<file path="config.mk">
export PLATFORM = sky130hd
export DESIGN_NAME = infix_to_postfix_converter_core
export DESIGN_NICKNAME = d
export VERILOG_FILES = /design/src/sv/itp_pkg.sv /design/src/sv/infix_to_postfix_converter_core.sv /design/src/sv/itp_ram.sv /design/src/sv/itp_front.sv /design/src/sv/itp_back.sv
export SDC_FILE = /design/constraint.sdc
export NUM_CORES = 1
export LEC_CHECK = 0
export ABC_AREA = 1
export BUFFER_PORTS_ARGS = -buffer_cell sky130_fd_sc_hd__buf_2
export CAP_MARGIN = 10
export CORE_ASPECT_RATIO = 1.4
export CORE_UTILIZATION = 47
export CTS_BUF_LIST = sky130_fd_sc_hd__clkbuf_16
export CTS_CLUSTER_SIZE = 10
export DETAILED_ROUTE_END_ITERATION = 10
export PLACE_DENSITY = 0.68
export SLEW_MARGIN = 20
export SYNTH_ARGS = -nofsm -noshare
export SYNTH_HDL_FRONTEND = slang
export SYNTH_SLANG_ARGS = --single-unit
</file>
<file path="constraint.sdc">
create_clock -name aclk -period 6 [get_ports aclk]
set_input_delay 0 -clock aclk [delete_from_list [all_inputs] [get_ports aclk]]
set_output_delay 0 -clock aclk [all_outputs]
set_load 0.1 [all_outputs]
</file>
<file path="src/sv/itp_pkg.sv">
`timescale 1ns / 1ps
// ----------------------------------------------------------------------------
// itp_pkg: shared types and constants of the infix-to-postfix converter
// Token codes, result codes, priority set and the queued command format.
// ----------------------------------------------------------------------------
package itp_pkg;

    // default operator stack depth
    localparam int STACK_DEPTH_DEF = 16;

    // input action codes
    localparam logic [2:0] ACT_OPERAND = 3'd0;
    localparam logic [2:0] ACT_OPEN    = 3'd1;
    localparam logic [2:0] ACT_CLOSE   = 3'd2;
    localparam logic [2:0] ACT_OPER    = 3'd3;
    localparam logic [2:0] ACT_END     = 3'd4;

    // operator codes that select a priority class, and the last valid code
    localparam logic [3:0] OP_ADD   = 4'd0;
    localparam logic [3:0] OP_SUB   = 4'd1;
    localparam logic [3:0] OP_EQ    = 4'd4;
    localparam logic [3:0] OP_CARET = 4'd5;
    localparam logic [3:0] OP_LAST  = 4'd11;

    // stack entry marking an open parenthesis
    localparam logic [3:0] PAREN_MARK = 4'hF;

    // result kinds
    localparam logic [1:0] KIND_OPERAND  = 2'd0;
    localparam logic [1:0] KIND_OPERATOR = 2'd1;
    localparam logic [1:0] KIND_NONE     = 2'd2;

    // error codes
    localparam logic [1:0] ERR_NONE     = 2'd0;
    localparam logic [1:0] ERR_CLOSE    = 2'd1;
    localparam logic [1:0] ERR_OPEN     = 2'd2;
    localparam logic [1:0] ERR_OVERFLOW = 2'd3;

    // register indexes
    localparam logic [1:0] REG_PRIO_EQUAL   = 2'd0;
    localparam logic [1:0] REG_PRIO_ADD_SUB = 2'd1;
    localparam logic [1:0] REG_PRIO_MUL     = 2'd2;
    localparam logic [1:0] REG_PRIO_POWER   = 2'd3;

    // register reset values
    localparam logic [2:0] PRIO_EQUAL_RST   = 3'd2;
    localparam logic [2:0] PRIO_ADD_SUB_RST = 3'd3;
    localparam logic [2:0] PRIO_MUL_RST     = 3'd4;
    localparam logic [2:0] PRIO_POWER_RST   = 3'd6;

    typedef struct packed {
        logic [2:0] prio_equal;
        logic [2:0] prio_add_sub;
        logic [2:0] prio_mul_div_func;
        logic [2:0] prio_power;
    } prio_cfg_t;

    typedef enum logic [2:0] {
        CMD_OPERAND,
        CMD_OPEN,
        CMD_CLOSE,
        CMD_OPER,
        CMD_END
    } cmd_kind_t;

    typedef struct packed {
        cmd_kind_t   kind;
        logic [3:0]  op;
        logic [31:0] value;
    } cmd_t;

    // priority of an operator code
    function automatic logic [2:0] prio_of(input logic [3:0] op, input prio_cfg_t cfg);
        logic [2:0] p;
        case (op)
            OP_ADD, OP_SUB: p = cfg.prio_add_sub;
            OP_EQ:          p = cfg.prio_equal;
            OP_CARET:       p = cfg.prio_power;
            default:        p = cfg.prio_mul_div_func;
        endcase
        return p;
    endfunction

endpackage

</file>
<file path="src/sv/infix_to_postfix_converter_core.sv">
`timescale 1ns / 1ps
// ----------------------------------------------------------------------------
// infix_to_postfix_converter_core: shunting-yard token converter
// An accepted item passes the command queue register, then the result register.
// An item takes 1 + k stack steps, k being its popped operators (max(1, k)
// for an end item); one stack step per cycle while results do not stall.
// A two-entry command queue lets input items be taken while results stall.
// Reset (aresetn, synchronous): empty stack and queue, default priorities.
// ----------------------------------------------------------------------------
module infix_to_postfix_converter_core #(
    parameter int STACK_DEPTH = itp_pkg::STACK_DEPTH_DEF
) (
    input  logic        aclk,
    input  logic        aresetn,
    // input items
    input  logic        s_tvalid,
    output logic        s_tready,
    input  logic [39:0] s_tdata,   // [3:0] op_code, [35:4] operand_value, zero pad
    input  logic [2:0]  s_tuser,   // [2:0] action
    // result items
    output logic        m_tvalid,
    input  logic        m_tready,
    output logic [39:0] m_tdata,   // [3:0] out_op, [35:4] out_value, [37:36] error
    output logic [1:0]  m_tuser,   // [1:0] out_kind
    output logic        m_tlast,
    // configuration
    input  logic        psel,
    input  logic        penable,
    input  logic        pwrite,
    input  logic [3:0]  paddr,
    input  logic [31:0] pwdata,
    output logic [31:0] prdata,
    output logic        pready
);

    itp_pkg::prio_cfg_t cfg_reg;
    logic               cfg_wr;
    logic               cmd_valid, cmd_pop;
    itp_pkg::cmd_t      cmd;
    logic [1:0]         out_kind, out_error;
    logic [3:0]         out_op;
    logic [31:0]        out_value;

    // register write and read
    assign pready = 1'b1;
    assign cfg_wr = psel && penable && pwrite && pready;

    always_ff @(posedge aclk) begin
        if (!aresetn) begin
            cfg_reg.prio_equal        <= itp_pkg::PRIO_EQUAL_RST;
            cfg_reg.prio_add_sub      <= itp_pkg::PRIO_ADD_SUB_RST;
            cfg_reg.prio_mul_div_func <= itp_pkg::PRIO_MUL_RST;
            cfg_reg.prio_power        <= itp_pkg::PRIO_POWER_RST;
        end else if (cfg_wr) begin
            case (paddr[3:2])
                itp_pkg::REG_PRIO_EQUAL:   cfg_reg.prio_equal        <= pwdata[2:0];
                itp_pkg::REG_PRIO_ADD_SUB: cfg_reg.prio_add_sub      <= pwdata[2:0];
                itp_pkg::REG_PRIO_MUL:     cfg_reg.prio_mul_div_func <= pwdata[2:0];
                itp_pkg::REG_PRIO_POWER:   cfg_reg.prio_power        <= pwdata[2:0];
                default:                   cfg_reg.prio_equal        <= pwdata[2:0];
            endcase
        end
    end

    always_comb begin
        case (paddr[3:2])
            itp_pkg::REG_PRIO_EQUAL:   prdata = {29'd0, cfg_reg.prio_equal};
            itp_pkg::REG_PRIO_ADD_SUB: prdata = {29'd0, cfg_reg.prio_add_sub};
            itp_pkg::REG_PRIO_MUL:     prdata = {29'd0, cfg_reg.prio_mul_div_func};
            itp_pkg::REG_PRIO_POWER:   prdata = {29'd0, cfg_reg.prio_power};
            default:                   prdata = 32'd0;
        endcase
    end

    // classifier and queue
    itp_front u_front (
        .aclk          (aclk),
        .aresetn       (aresetn),
        .in_valid      (s_tvalid),
        .in_ready      (s_tready),
        .action        (s_tuser),
        .op_code       (s_tdata[3:0]),
        .operand_value (s_tdata[35:4]),
        .cmd_valid     (cmd_valid),
        .cmd           (cmd),
        .cmd_pop       (cmd_pop)
    );

    // stack engine
    itp_back #(
        .STACK_DEPTH (STACK_DEPTH)
    ) u_back (
        .aclk      (aclk),
        .aresetn   (aresetn),
        .prio_cfg  (cfg_reg),
        .cmd_valid (cmd_valid),
        .cmd       (cmd),
        .cmd_pop   (cmd_pop),
        .m_tvalid  (m_tvalid),
        .m_tready  (m_tready),
        .out_kind  (out_kind),
        .out_op    (out_op),
        .out_value (out_value),
        .out_error (out_error),
        .out_last  (m_tlast)
    );

    // result packing
    assign m_tdata = {2'd0, out_error, out_value, out_op};
    assign m_tuser = out_kind;

endmodule

</file>
<file path="src/sv/itp_ram.sv">
`timescale 1ns / 1ps
// ----------------------------------------------------------------------------
// itp_ram: generic single-write, single-read RAM
// One write port, one read port with registered read data (old data on
// a same-address read and write).
// ----------------------------------------------------------------------------
module itp_ram #(
    parameter int WIDTH = 4,
    parameter int DEPTH = 16
) (
    input  logic                     aclk,
    input  logic                     we,
    input  logic [$clog2(DEPTH)-1:0] waddr,
    input  logic [WIDTH-1:0]         wdata,
    input  logic [$clog2(DEPTH)-1:0] raddr,
    output logic [WIDTH-1:0]         rdata
);

    logic [WIDTH-1:0] mem [DEPTH];

    // write port and registered read port
    always_ff @(posedge aclk) begin
        if (we) begin
            mem[waddr] <= wdata;
        end
        rdata <= mem[raddr];
    end

endmodule

</file>
<file path="src/sv/itp_front.sv">
`timescale 1ns / 1ps
// ----------------------------------------------------------------------------
// itp_front: token classifier and command queue
// Decodes each input item into a stack command, drops ignored tokens and
// buffers commands in a two-entry queue for the stack engine.
// ----------------------------------------------------------------------------
module itp_front (
    input  logic              aclk,
    input  logic              aresetn,
    input  logic              in_valid,
    output logic              in_ready,
    input  logic [2:0]        action,
    input  logic [3:0]        op_code,
    input  logic [31:0]       operand_value,
    output logic              cmd_valid,
    output itp_pkg::cmd_t     cmd,
    input  logic              cmd_pop
);

    logic                 keep;
    itp_pkg::cmd_t        cmd_in;
    logic                 push;
    itp_pkg::cmd_t        entry_reg [2];
    logic                 wr_ptr_reg, wr_ptr_next;
    logic                 rd_ptr_reg, rd_ptr_next;
    logic [1:0]           fill_reg, fill_next;

    // classify the token
    always_comb begin
        keep          = 1'b1;
        cmd_in.kind   = itp_pkg::CMD_OPERAND;
        cmd_in.op     = op_code;
        cmd_in.value  = operand_value;
        case (action)
            itp_pkg::ACT_OPERAND: cmd_in.kind = itp_pkg::CMD_OPERAND;
            itp_pkg::ACT_OPEN:    cmd_in.kind = itp_pkg::CMD_OPEN;
            itp_pkg::ACT_CLOSE:   cmd_in.kind = itp_pkg::CMD_CLOSE;
            itp_pkg::ACT_OPER: begin
                cmd_in.kind = itp_pkg::CMD_OPER;
                keep        = (op_code <= itp_pkg::OP_LAST);
            end
            itp_pkg::ACT_END:     cmd_in.kind = itp_pkg::CMD_END;
            default:              keep = 1'b0;
        endcase
    end

    // queue pointers and fill level
    always_comb begin
        in_ready    = (fill_reg != 2'd2);
        push        = in_valid && in_ready && keep;
        cmd_valid   = (fill_reg != 2'd0);
        cmd         = entry_reg[rd_ptr_reg];
        wr_ptr_next = push ? ~wr_ptr_reg : wr_ptr_reg;
        rd_ptr_next = cmd_pop ? ~rd_ptr_reg : rd_ptr_reg;
        fill_next   = fill_reg + {1'b0, push} - {1'b0, cmd_pop};
    end

    always_ff @(posedge aclk) begin
        if (!aresetn) begin
            wr_ptr_reg <= 1'b0;
            rd_ptr_reg <= 1'b0;
            fill_reg   <= 2'd0;
        end else begin
            wr_ptr_reg <= wr_ptr_next;
            rd_ptr_reg <= rd_ptr_next;
            fill_reg   <= fill_next;
        end
    end

    // queue storage
    always_ff @(posedge aclk) begin
        if (push) begin
            entry_reg[wr_ptr_reg] <= cmd_in;
        end
    end

endmodule

</file>
<file path="src/sv/itp_back.sv">
`timescale 1ns / 1ps
// ----------------------------------------------------------------------------
// itp_back: operator stack engine
// Runs queued commands one stack step per cycle unless results stall:
// pushes, pops with priority compare, flushes and error clears, into a result register.
// ----------------------------------------------------------------------------
module itp_back #(
    parameter int STACK_DEPTH = itp_pkg::STACK_DEPTH_DEF
) (
    input  logic                 aclk,
    input  logic                 aresetn,
    input  itp_pkg::prio_cfg_t   prio_cfg,
    input  logic                 cmd_valid,
    input  itp_pkg::cmd_t        cmd,
    output logic                 cmd_pop,
    output logic                 m_tvalid,
    input  logic                 m_tready,
    output logic [1:0]           out_kind,
    output logic [3:0]           out_op,
    output logic [31:0]          out_value,
    output logic [1:0]           out_error,
    output logic                 out_last
);

    localparam int CW = $clog2(STACK_DEPTH + 1);
    localparam int AW = $clog2(STACK_DEPTH);
    localparam logic [CW-1:0] FULL = CW'(STACK_DEPTH);

    // stack state: top entry in a register, the rest in RAM
    logic [CW-1:0] count_reg, count_next;
    logic [CW-1:0] paren_reg, paren_next;
    logic [3:0]    tos_reg, tos_next;
    logic          byp_reg, byp_next;
    logic [3:0]    byp_data_reg;

    // result register
    logic          valid_reg;
    logic [1:0]    kind_reg;
    logic [3:0]    op_reg;
    logic [31:0]   value_reg;
    logic [1:0]    err_reg;
    logic          last_reg;

    logic          step, done, emit;
    logic [1:0]    e_kind, e_err;
    logic [3:0]    e_op;
    logic [31:0]   e_val;
    logic          e_last;
    logic          do_push, do_pop, do_clear;
    logic [3:0]    push_val;
    logic [3:0]    below;
    logic          tos_paren, below_paren;
    logic [2:0]    op_prio;
    logic          tos_ge, below_ge;
    logic          ram_we;
    logic [AW-1:0] ram_waddr, ram_raddr;
    logic [3:0]    ram_rdata;

    itp_ram #(
        .WIDTH (4),
        .DEPTH (STACK_DEPTH)
    ) u_stack_ram (
        .aclk  (aclk),
        .we    (ram_we),
        .waddr (ram_waddr),
        .wdata (tos_reg),
        .raddr (ram_raddr),
        .rdata (ram_rdata)
    );

    // compare values for the top two entries
    always_comb begin
        below       = byp_reg ? byp_data_reg : ram_rdata;
        tos_paren   = (tos_reg == itp_pkg::PAREN_MARK);
        below_paren = (below == itp_pkg::PAREN_MARK);
        op_prio     = itp_pkg::prio_of(cmd.op, prio_cfg);
        tos_ge      = (op_prio <= itp_pkg::prio_of(tos_reg, prio_cfg));
        below_ge    = (op_prio <= itp_pkg::prio_of(below, prio_cfg));
    end

    // one stack step of the head command
    always_comb begin
        step     = cmd_valid && (!valid_reg || m_tready);
        done     = 1'b0;
        emit     = 1'b0;
        e_kind   = itp_pkg::KIND_NONE;
        e_op     = 4'd0;
        e_val    = 32'd0;
        e_err    = itp_pkg::ERR_NONE;
        e_last   = 1'b1;
        do_push  = 1'b0;
        do_pop   = 1'b0;
        do_clear = 1'b0;
        push_val = cmd.op;
        if (step) begin
            case (cmd.kind)
                itp_pkg::CMD_OPERAND: begin
                    emit   = 1'b1;
                    e_kind = itp_pkg::KIND_OPERAND;
                    e_val  = cmd.value;
                    done   = 1'b1;
                end
                itp_pkg::CMD_OPEN: begin
                    done = 1'b1;
                    if (count_reg == FULL) begin
                        emit     = 1'b1;
                        e_err    = itp_pkg::ERR_OVERFLOW;
                        do_clear = 1'b1;
                    end else begin
                        do_push  = 1'b1;
                        push_val = itp_pkg::PAREN_MARK;
                    end
                end
                itp_pkg::CMD_CLOSE: begin
                    if (paren_reg == '0) begin
                        emit     = 1'b1;
                        e_err    = itp_pkg::ERR_CLOSE;
                        do_clear = 1'b1;
                        done     = 1'b1;
                    end else if (!tos_paren) begin
                        // the match lies below, so count is at least two
                        emit   = 1'b1;
                        e_kind = itp_pkg::KIND_OPERATOR;
                        e_op   = tos_reg;
                        e_last = below_paren;
                        do_pop = 1'b1;
                    end else begin
                        do_pop = 1'b1;
                        done   = 1'b1;
                    end
                end
                itp_pkg::CMD_OPER: begin
                    if (count_reg != '0 && !tos_paren && tos_ge) begin
                        emit   = 1'b1;
                        e_kind = itp_pkg::KIND_OPERATOR;
                        e_op   = tos_reg;
                        e_last = !(count_reg > CW'(1) && !below_paren && below_ge);
                        do_pop = 1'b1;
                    end else if (count_reg == FULL) begin
                        emit     = 1'b1;
                        e_err    = itp_pkg::ERR_OVERFLOW;
                        do_clear = 1'b1;
                        done     = 1'b1;
                    end else begin
                        do_push = 1'b1;
                        done    = 1'b1;
                    end
                end
                itp_pkg::CMD_END: begin
                    emit = 1'b1;
                    if (paren_reg != '0) begin
                        e_err    = itp_pkg::ERR_OPEN;
                        do_clear = 1'b1;
                        done     = 1'b1;
                    end else if (count_reg == '0) begin
                        done = 1'b1;
                    end else begin
                        e_kind = itp_pkg::KIND_OPERATOR;
                        e_op   = tos_reg;
                        e_last = (count_reg == CW'(1));
                        done   = (count_reg == CW'(1));
                        do_pop = 1'b1;
                    end
                end
                default: done = 1'b1;
            endcase
        end
        cmd_pop = step && done;
    end

    // stack update
    always_comb begin
        count_next = count_reg;
        paren_next = paren_reg;
        tos_next   = tos_reg;
        if (do_clear) begin
            count_next = '0;
            paren_next = '0;
        end else if (do_push) begin
            count_next = count_reg + CW'(1);
            tos_next   = push_val;
            if (push_val == itp_pkg::PAREN_MARK) begin
                paren_next = paren_reg + CW'(1);
            end
        end else if (do_pop) begin
            count_next = count_reg - CW'(1);
            tos_next   = below;
            if (tos_paren) begin
                paren_next = paren_reg - CW'(1);
            end
        end
        // old top spills into RAM at count-1, which is the next read address
        ram_we    = do_push && (count_reg != '0);
        ram_waddr = AW'(count_reg - CW'(1));
        ram_raddr = (count_next >= CW'(2)) ? AW'(count_next - CW'(2)) : '0;
        byp_next  = ram_we;
    end

    always_ff @(posedge aclk) begin
        if (!aresetn) begin
            count_reg <= '0;
            paren_reg <= '0;
            byp_reg   <= 1'b0;
            valid_reg <= 1'b0;
        end else begin
            count_reg <= count_next;
            paren_reg <= paren_next;
            byp_reg   <= byp_next;
            if (emit) begin
                valid_reg <= 1'b1;
            end else if (m_tready) begin
                valid_reg <= 1'b0;
            end
        end
    end

    // payload registers
    always_ff @(posedge aclk) begin
        tos_reg      <= tos_next;
        byp_data_reg <= tos_reg;
        if (emit) begin
            kind_reg  <= e_kind;
            op_reg    <= e_op;
            value_reg <= e_val;
            err_reg   <= e_err;
            last_reg  <= e_last;
        end
    end

    assign m_tvalid  = valid_reg;
    assign out_kind  = kind_reg;
    assign out_op    = op_reg;
    assign out_value = value_reg;
    assign out_error = err_reg;
    assign out_last  = last_reg;

    // open parens on the stack never outnumber its entries
    a_paren_bound: assert property (@(posedge aclk) disable iff (!aresetn)
        paren_reg <= count_reg && count_reg <= FULL)
        else $error("paren count exceeds stack count");

    // the stack moves by one entry per cycle or is cleared
    a_count_step: assert property (@(posedge aclk) disable iff (!aresetn)
        1'b1 |=> (count_reg == '0 || count_reg == $past(count_reg) ||
                  count_reg == $past(count_reg) + CW'(1) ||
                  count_reg == $past(count_reg) - CW'(1)))
        else $error("stack count jumped");

    // an error result carries no token and ends its item
    a_err_result: assert property (@(posedge aclk) disable iff (!aresetn)
        valid_reg && err_reg != itp_pkg::ERR_NONE |->
            kind_reg == itp_pkg::KIND_NONE && last_reg)
        else $error("error on a token result");

    // a parenthesis mark is never emitted as an operator
    a_no_paren_out: assert property (@(posedge aclk) disable iff (!aresetn)
        valid_reg && kind_reg == itp_pkg::KIND_OPERATOR |->
            op_reg != itp_pkg::PAREN_MARK)
        else $error("paren mark emitted");

endmodule
</file>
==> results.txt, run 1 <==
- In this run the worst path has a maximum fanout of 20.
- Measured along the y axis, the die boundary spans 177.8 µm.
* Number of flops mapped to enable cells by yosys: between 150 and 200
- Across the run, the number of max-cap violations was 0.
* Worst-Margin Slew: roughly 0.88 ns
- Summed over all nets, the switching power comes to 3616 µW.
- CP Data Arrival Time: 5.73 ns
- Maximum number of buffers from clock root to sink: 3
- Hold/Removal Path Class: in -> reg
* Clock Power Share: 19.0%
* Total number of yosys warnings: 0
- Share of layout cells above drive strength 1: 16.64%
- In the final design database the tool counted 1264 nets.
- Counting every instance in the synthesized netlist gives 1001.
- Max FFs per register: around 80
- Relative to the synthesized area, the layout overhead comes to 18.92%.
* Wire length of the first global-routing pass: 35.78 mm
- The synthesized design contains 224 register bits.
- Cell internal power was estimated by the tool at between 3000 and 4000 µW.
* Full die area: 22670 µm²
* Critical hold path startpoint: pwrite
- Of the total power, registers draw between 20% and 30%.
- The largest individual stage delay along the critical path comes from the cell o21ai_2.
- For this design the static power due to leakage is 0.005159 µW.
* Initial Util: 48.37%
- CTS Sinks: 224
- The count of nets left with antenna violations once routing finished came out at 0.
* TritonCTS clock tree: yes
- Clock transition at the register clock pins on the worst setup and hold paths after CTS: 0.06 ns
- Top flip-flop cell by instance count after synthesis: edfxtp_1
* Part of the Yosys area used for sequential elements: between 60% and 70%
- Net switching is 49.38% of the power.
* Final number of max-transition violations: 0
- The number of clock buffers added by TritonCTS is 26.
- The synthesized netlist contains 47 unique library cells.
- CTS built an H-tree with a depth of 1.
- Required arrival time at the worst endpoint: 6.46 ns
- Entering global routing, the biggest net connects 50 pins.
- Counting I/O delays and the setup requirement, the final critical path takes 5.269 ns.
- Via count: between 7k and 8k
- Number of setup violations in the final report: 0
- Insertion delay to the later sink of the worst-skew pair: around 0.53 ns
* Global route overflow: 0
- Remaining routing DRC violations: 0
* Final setup skew: 0.01698 ns
- Upper clock frequency limit: 0.1898 GHz
- Detailed placement HPWL: 14.70 mm
- PD cells: 593.8 nW/µm²
- In the final routed layout, each cell accounts on average for 15.33 µm.
- Critical Path Sink Type: flip-flop
* Via count of the first global-routing pass: between 7k and 8k
* RSZ-0062 raised after global routing: no
* Global placer's final weighted congestion: 0.8763
- Final design utilization: approximately 58%
- Gates resized during post-CTS repair numbered 0.
* Total length of routed wires: around 23 mm
- Path type of the worst setup path: reg -> reg
- Inserted Diodes: 0
- Number of input and output port buffers inserted: 96
- FILL cells: 1867
- Clk root buf: clkbuf_16
* Proportion of power drawn by combinational gates: 51.3%
- The first TritonRoute pass finished after 5 iterations.
* Placement row count: 63
* Share of the clock period used by the worst path: between 80% and 90%
- After detailed routing, the number of vias per cell comes to 5.020.
* Status: complete, no violations
- Across the whole layout, storage elements account for about 6400 µm².
- In this run the count of I/O pins placed on the die edge is 164.
- The worst setup path is launched from a flip-flop.
- Core box area: 21440 µm²
* Async set or reset register ratio after synthesis: 0%
- GRT Util Overall: between 20% and 30%
- Maximum resistive drop on vdd: 0.3871 mV
- After synthesis the cells add up to 10370 µm².
- Headroom to the max-slew limit came out at 41.37%.
- Area used by multi-input combinational logic: 3309 µm²
* Post-Synthesis Mean Instance Area: around 10 µm²
* Starting DRT DRC Count: 487
- The count of endpoints failing hold in the final timing report came to 0.
* Most numerous cell on the critical path: nand2_1
- In the final timing run, aggregate negative setup slack is 0 ns.
* Overall die width: 127.5 µm
- Initial antenna violation count: 0
* Delay of the slowest critical-path stage: 0.69 ns
[layout make-up]
cell class | instances | area share, %
sequential | 224 | 51.54
clock buffer | 27 | 5.479
timing repair buffer | 158 | 8.929
clock inverter | 21 | 0.6392
tap | 292 | 2.963
inverter | 118 | 3.612
multi-input combinational | 630 | 26.84
[power by group through the flow]
stage	clock network, µW	registers (µW)	logic [µW]
CTS	1410	2180	3730
floorplan	0	2850	2330
global placement	0	2210	3650
detailed placement	0	2210	3690
global route	1470	2200	4080
finish	1390	2180	3760
[layer usage]
metal,vias to the layer above,GRT usage (%),part of all wire [%]
met5,-,0,0
met4,0,8.036,3.1
met3,53,4.582,6.2
met2,213,38.64,53
met1,3478,21.46,37
li1,3636,-,-
[layout by cell type (no fill, tap or decap), types with 7 or more instances in the layout]
master           n
a21oi_1         50
buf_2           96
buf_4            7
clkbuf_16       27
conb_1          32
dfxtp_1         37
dlygate4sd3_1   54
edfxtp_1       187
ha_1            19
inv_1          129
inv_2            7
nand2_1        207
nand2_2         11
nand2_4          7
nand3_1         97
nand3b_1        17
nor2_1          75
o2111ai_1        9
o21ai_0         37
or2_2           14
[logic make-up after synthesis]
logic type	count (synthesis)	synth area share (%)
AO/OA/AOI/OAI	116	6.588
XOR/XNOR	7	0.5912
adder cells (fa/ha/maj)	20	2.486
buffers and inverters	177	8.205
flip-flops	224	61.29
multiplexers	1	0.09653
other	2	0.07242
AND/OR/NAND/NOR	454	20.67
[per-stage QoR]
| stage | instances | instance area, µm² | power (µW) | hold slack (ns) | worst slack (ns) |
|---|---|---|---|---|---|
| 2_1_floorplan | 1031 | 10480 | 5180 | 0.09887 | 0.7655 |
| 3_3_place_gp | 1367 | 11010 | 5855 | 0.1873 | 0.8532 |
| 3_5_place_dp | 1367 | 11010 | 5893 | 0.1910 | 0.7565 |
| 4_1_cts | 1469 | 12300 | 7319 | 0.01769 | 0.7333 |
| 5_1_grt | 1470 | 12330 | 7757 | 0.07599 | 0.1733 |
| 6_report | 1470 | 12330 | 7323 | 0.02931 | 0.7312 |
[timing repair]
action                     4_1_cts  5_1_grt
setup endpoints to repair        0        0
setup buffers                    0        0
hold buffers                    54        0
hold endpoints to repair        96        0
[worst paths after layout]
kind	to	slack, ns	cells after the start
worst max-delay path	u_back.u_stack_ram.rdata[0]	0.73	30
worst min-delay path	cfg_reg[11]	0.03	6
worst max register to register	u_back.u_stack_ram.rdata[0]	0.73	30
worst min register to register	u_front.rd_ptr_reg	0.45	1
[cell usage after synthesis (2+ instances only)]
cell	number	share of area (%)
xnor2_1	3	0.25
nor3_1	3	0.14
nor2_1	77	2.8
nand3b_1	17	1.2
nor2_2	4	0.24
inv_1	110	4.0
o21ai_2	3	0.25
ha_1	19	2.3
a21oi_2	2	0.17
edfxtp_1	187	54
a221oi_1	3	0.25
o2111ai_1	9	0.76
conb_1	2	0.072
clkbuf_1	11	0.40
nand2_4	7	0.76
nand3_2	5	0.48
nand2_1	207	7.5
buf_2	6	0.29
nor2_4	3	0.33
nand3_4	3	0.51
or2_2	14	0.84
o21ai_0	37	1.8
nand3_1	97	4.7
o211ai_1	4	0.29
nand2_2	11	0.66
a21oi_1	50	2.4
xor2_1	4	0.34
nand4_1	2	0.12
dfxtp_1	37	7.1
buf_4	37	2.7
buf_6	5	0.54
inv_2	7	0.25
[worst max-delay path: cells and delay by family, from the launching register on]
| family | cells | cell delay [ns] |
|---|---|---|
| DFF | 1 | 0.66 |
| adders and majority gates | 2 | 0.51 |
| buffers and inverters | 5 | 0.48 |
| AOI/OAI and AO/OA | 5 | 1.12 |
| and+or+nand+nor | 18 | 2.42 |
Power figures use the tool's default switching activity.
==> run 2: changes to the inputs <==
--- a/config.mk
+++ b/config.mk
@@ -17,4 +17,5 @@
 export SLEW_MARGIN = 20
 export SYNTH_ARGS = -nofsm -noshare
 export SYNTH_HDL_FRONTEND = slang
+export SYNTH_HIERARCHICAL = 1
 export SYNTH_SLANG_ARGS = --single-unit
==> run 2 against run 1 <==
  * Die area up 1.1%
  * Core utilization down 0.16 points
  * Routed wire length down 1.4%
  * Clock-buffer cell count unchanged
  * Sequential cell count unchanged
  * First-iteration DRC count down 14%
==> results.txt, run 2 <==
- The clock network accounts for 20.0% of the total power.
- The congestion estimate from routability-driven global placement came to ~0.90.
- Most frequent standard cell in the layout excluding fill and tap cells: nand2_1
- RSZ-0062 raised after global routing: no
- Post-Synthesis Mean Instance Area: 10.42 µm²
- Average wire per cell in the routed design: 14.85 µm
- Inserted Diodes: 0
- The tree is rooted in a clkbuf_16.
* Via count of the first global-routing pass: 7307
* Delay of the slowest critical-path stage: 0.59 ns
- Of the synthesized area, sequential elements account for 60.60%.
- Global routing used between 15 and 20% of the available tracks across all layers.
- Upper clock frequency limit: 0.1930 GHz
- Internal power comes to 3788 µW.
- Cell types occupying the most area after synthesis: edfxtp_1 (54%), nand2_1 (7.1%), dfxtp_1 (7.1%), inv_1 (5.2%), nand3_1 (4.2%)
- Area added between synthesis and finish: 19.54%
* Proportion of power drawn by combinational gates: 50.0%
* Number of flops mapped to enable cells by yosys: 187
- Cell taking the most area after synthesis: edfxtp_1
* Largest fanout on the critical path: 32
- Entering global routing, the biggest net connects 33 pins.
- In the routed design, unresolved DRC markers number 0.
* Worst setup SP type: flip-flop
- TNS Setup: 0 ns
* Share of the clock period used by the worst path: between 80% and 90%
- Antenna Nets Post-Route: 0
- Register-to-Register Setup Slack: around 0.82 ns
- ~160 I/O pins were placed.
- Including well taps, the total number of placed cells is 1388.
- Overall die width: 128.3 µm
- Slowest cell on crit path: nor2_2
- Maximum number of buffers from clock root to sink: 3
- Setup violations remaining at the end of the flow were counted as 0.
* Maximum resistive drop on vdd: around 0.42 mV
* Count of TritonRoute iterations in the first routing pass: 5
* Final cell count without fillers: 1496
- Cells with a size suffix above 1 make up a little under a fifth of the layout.
* Final number of max-transition violations: 0
- FILL cells: 1824
* Final Hold Fails: 0
- The first global-routing pass estimated 34.98 mm of wire.
* Initial antenna violation count: 0
* TritonCTS clock tree: yes
- Final setup skew: 0.02352 ns
- In the routed layout, each cell is associated on average with a via count of 4.932.
- Across the run, the number of max-cap violations was 0.
- Share of Yosys cell area claimed by the top area cell type: 53.54%
* Detailed placement HPWL: 14.57 mm
- The tree built by TritonCTS fans out to 224 sinks.
- Relative slew slack: between 40% and 50%
- Summed over all layers, the global routing overflow is 0.
* Switching power of the nets: 3278 µW
- Level count of the clock H-tree: 1
- Clock-pin slew was measured on the worst setup and hold paths at 0.06 ns.
* Yosys cell types: 51
- For the finished layout, the period the worst path requires is 5.181 ns.
- Post-synthesis instance area: 10490 µm²
* Most numerous cell on the critical path: nand2_1
- Via count: 7379
- Most frequent cell after synthesis: nand2_1
* Most frequent cells after synthesis: nand2_1 (198), edfxtp_1 (187), inv_1 (144)
- Vertical extent of the die: 178.8 µm
* Core box area: 21860 µm²
- Synthesis produced a netlist whose cell count is 1007.
- The register with the most flip-flops in the layout has 78 of them.
- Placement row count: 64
- For this run, the number of Yosys warnings is 6.
- Total length of routed wires: 22.21 mm
* CP Data Arrival Time: 5.63 ns
- STA puts the critical path data required time at 6.45 ns.
- Synth Register Bits: approximately 220
* Commonest cells after routing, fill and taps aside: nand2_1 (198), edfxtp_1 (187), inv_1 (162)
* Final nets: 1283
* Critical Path Sink Type: flip-flop
* PD cells: ~560 nW/µm²
- The initial utilization of the core area, before any placement, comes to 47.98%.
* Post-CTS repair timing setup buffer count: 0
- Proportion of total power due to net switching: a little under half
* Number of input and output port buffers inserted: 96
- Leak: 0.005399 µW
* Clock buffers created by TritonCTS: 26
- After the first detailed-routing iteration, the DRC count stood at 419.
- Register share of total power: a little under a third
* Worst-Margin Slew: 0.7843 ns
- Full die area: 22930 µm²
- Top flip-flop cell by instance count after synthesis: edfxtp_1
- Hold/Removal Path Class: in -> reg
- Insertion delay to the later sink of the worst-skew pair: 0.52 ns
* Status: complete, no violations
- Path type of the worst setup path: reg -> reg
* Async set or reset register ratio after synthesis: 0%
run 2: worst paths after layout:
path / startpoint / to / cells past startpoint
worst max-delay path: flip-flop / u_back/u_stack_ram/rdata[0] / 29
worst min-delay path: penable / cfg_reg[4] / 5
worst max register to register: flip-flop / u_back/u_stack_ram/rdata[0] / 29
worst min register to register: u_back/paren_reg[4] / u_back/paren_reg[4] / 2
run 2: area by class of cell:
class / count / area [µm²] / share of cell area, %
sequential: 224 / 6357 / 50.70
multi-input combinational: 601 / 3244 / 25.88
timing repair buffer: 170 / 1191 / 9.500
clock buffer: 27 / 675.6 / 5.389
inverter: 158 / 600.6 / 4.790
tap: 297 / 371.6 / 2.964
clock inverter: 19 / 97.59 / 0.7784
run 2: worst max-delay path, delay by kind of cell, from the launching register on:
kind	cells	cell delay [ns]
muxes	1	0.38
AOI/OAI and AO/OA	4	0.48
DFF	1	0.45
buffers and inverters	4	0.51
and+or+nand+nor	18	2.80
adders and majority gates	2	0.47
run 2: power by group through the flow:
| stage | clock, µW | sequential [µW] | combinational (µW) |
|---|---|---|---|
| after floorplan | 0 | 2820 | 2130 |
| after global placement | 0 | 2140 | 3440 |
| final | 1410 | 2120 | 3530 |
| after global routing | 1510 | 2140 | 3840 |
| after CTS | 1450 | 2120 | 3520 |
| after detailed placement | 0 | 2150 | 3480 |
run 2: metrics by stage:
step	worst slack [ns]	total power (µW)	hold WS [ns]	cell area [µm²]	util, %
after floorplan	0.9569	4958	0.09345	10600	-
after global placement	0.9620	5584	0.1874	11140	50.98
after detailed placement	0.8160	5623	0.1911	11140	50.98
after CTS	0.8042	7089	0.004699	12540	57.35
after global routing	0.3273	7495	0.04907	12540	57.35
final	0.8190	7066	0.02702	12540	57.35
run 2: kinds of logic after synthesis:
kind of cell               count (synthesis)  synth area share [%]
and+or+nand+nor                          439                 18.54
DFF                                      224                 60.60
buffers and inverters                    212                 9.746
AOI/OAI and AO/OA                         67                 3.853
muxes                                     39                 4.545
adders and majority gates                 16                 1.980
xor gates and xnor gates                   8                0.6680
other                                      2               0.07160
run 2: repair_timing:
action                                  4_1_cts  5_1_grt
endpoints found under the hold margin        96        0
endpoints found under the setup margin        0        0
gates resized for setup                       0        0
hold buffers                                 62        0
run 2: layer usage:
layer | share of wire [%] | vias up | routed length (µm) | global-route usage, %
li1 | - | 3612 | - | -
met1 | 37 | 3459 | 8169 | 20.73
met2 | 54 | 249 | 12000 | 37.97
met3 | 5.2 | 59 | 1149 | 3.104
met4 | 4.0 | 0 | 888 | 9.265
met5 | 0 | - | 0 | 0
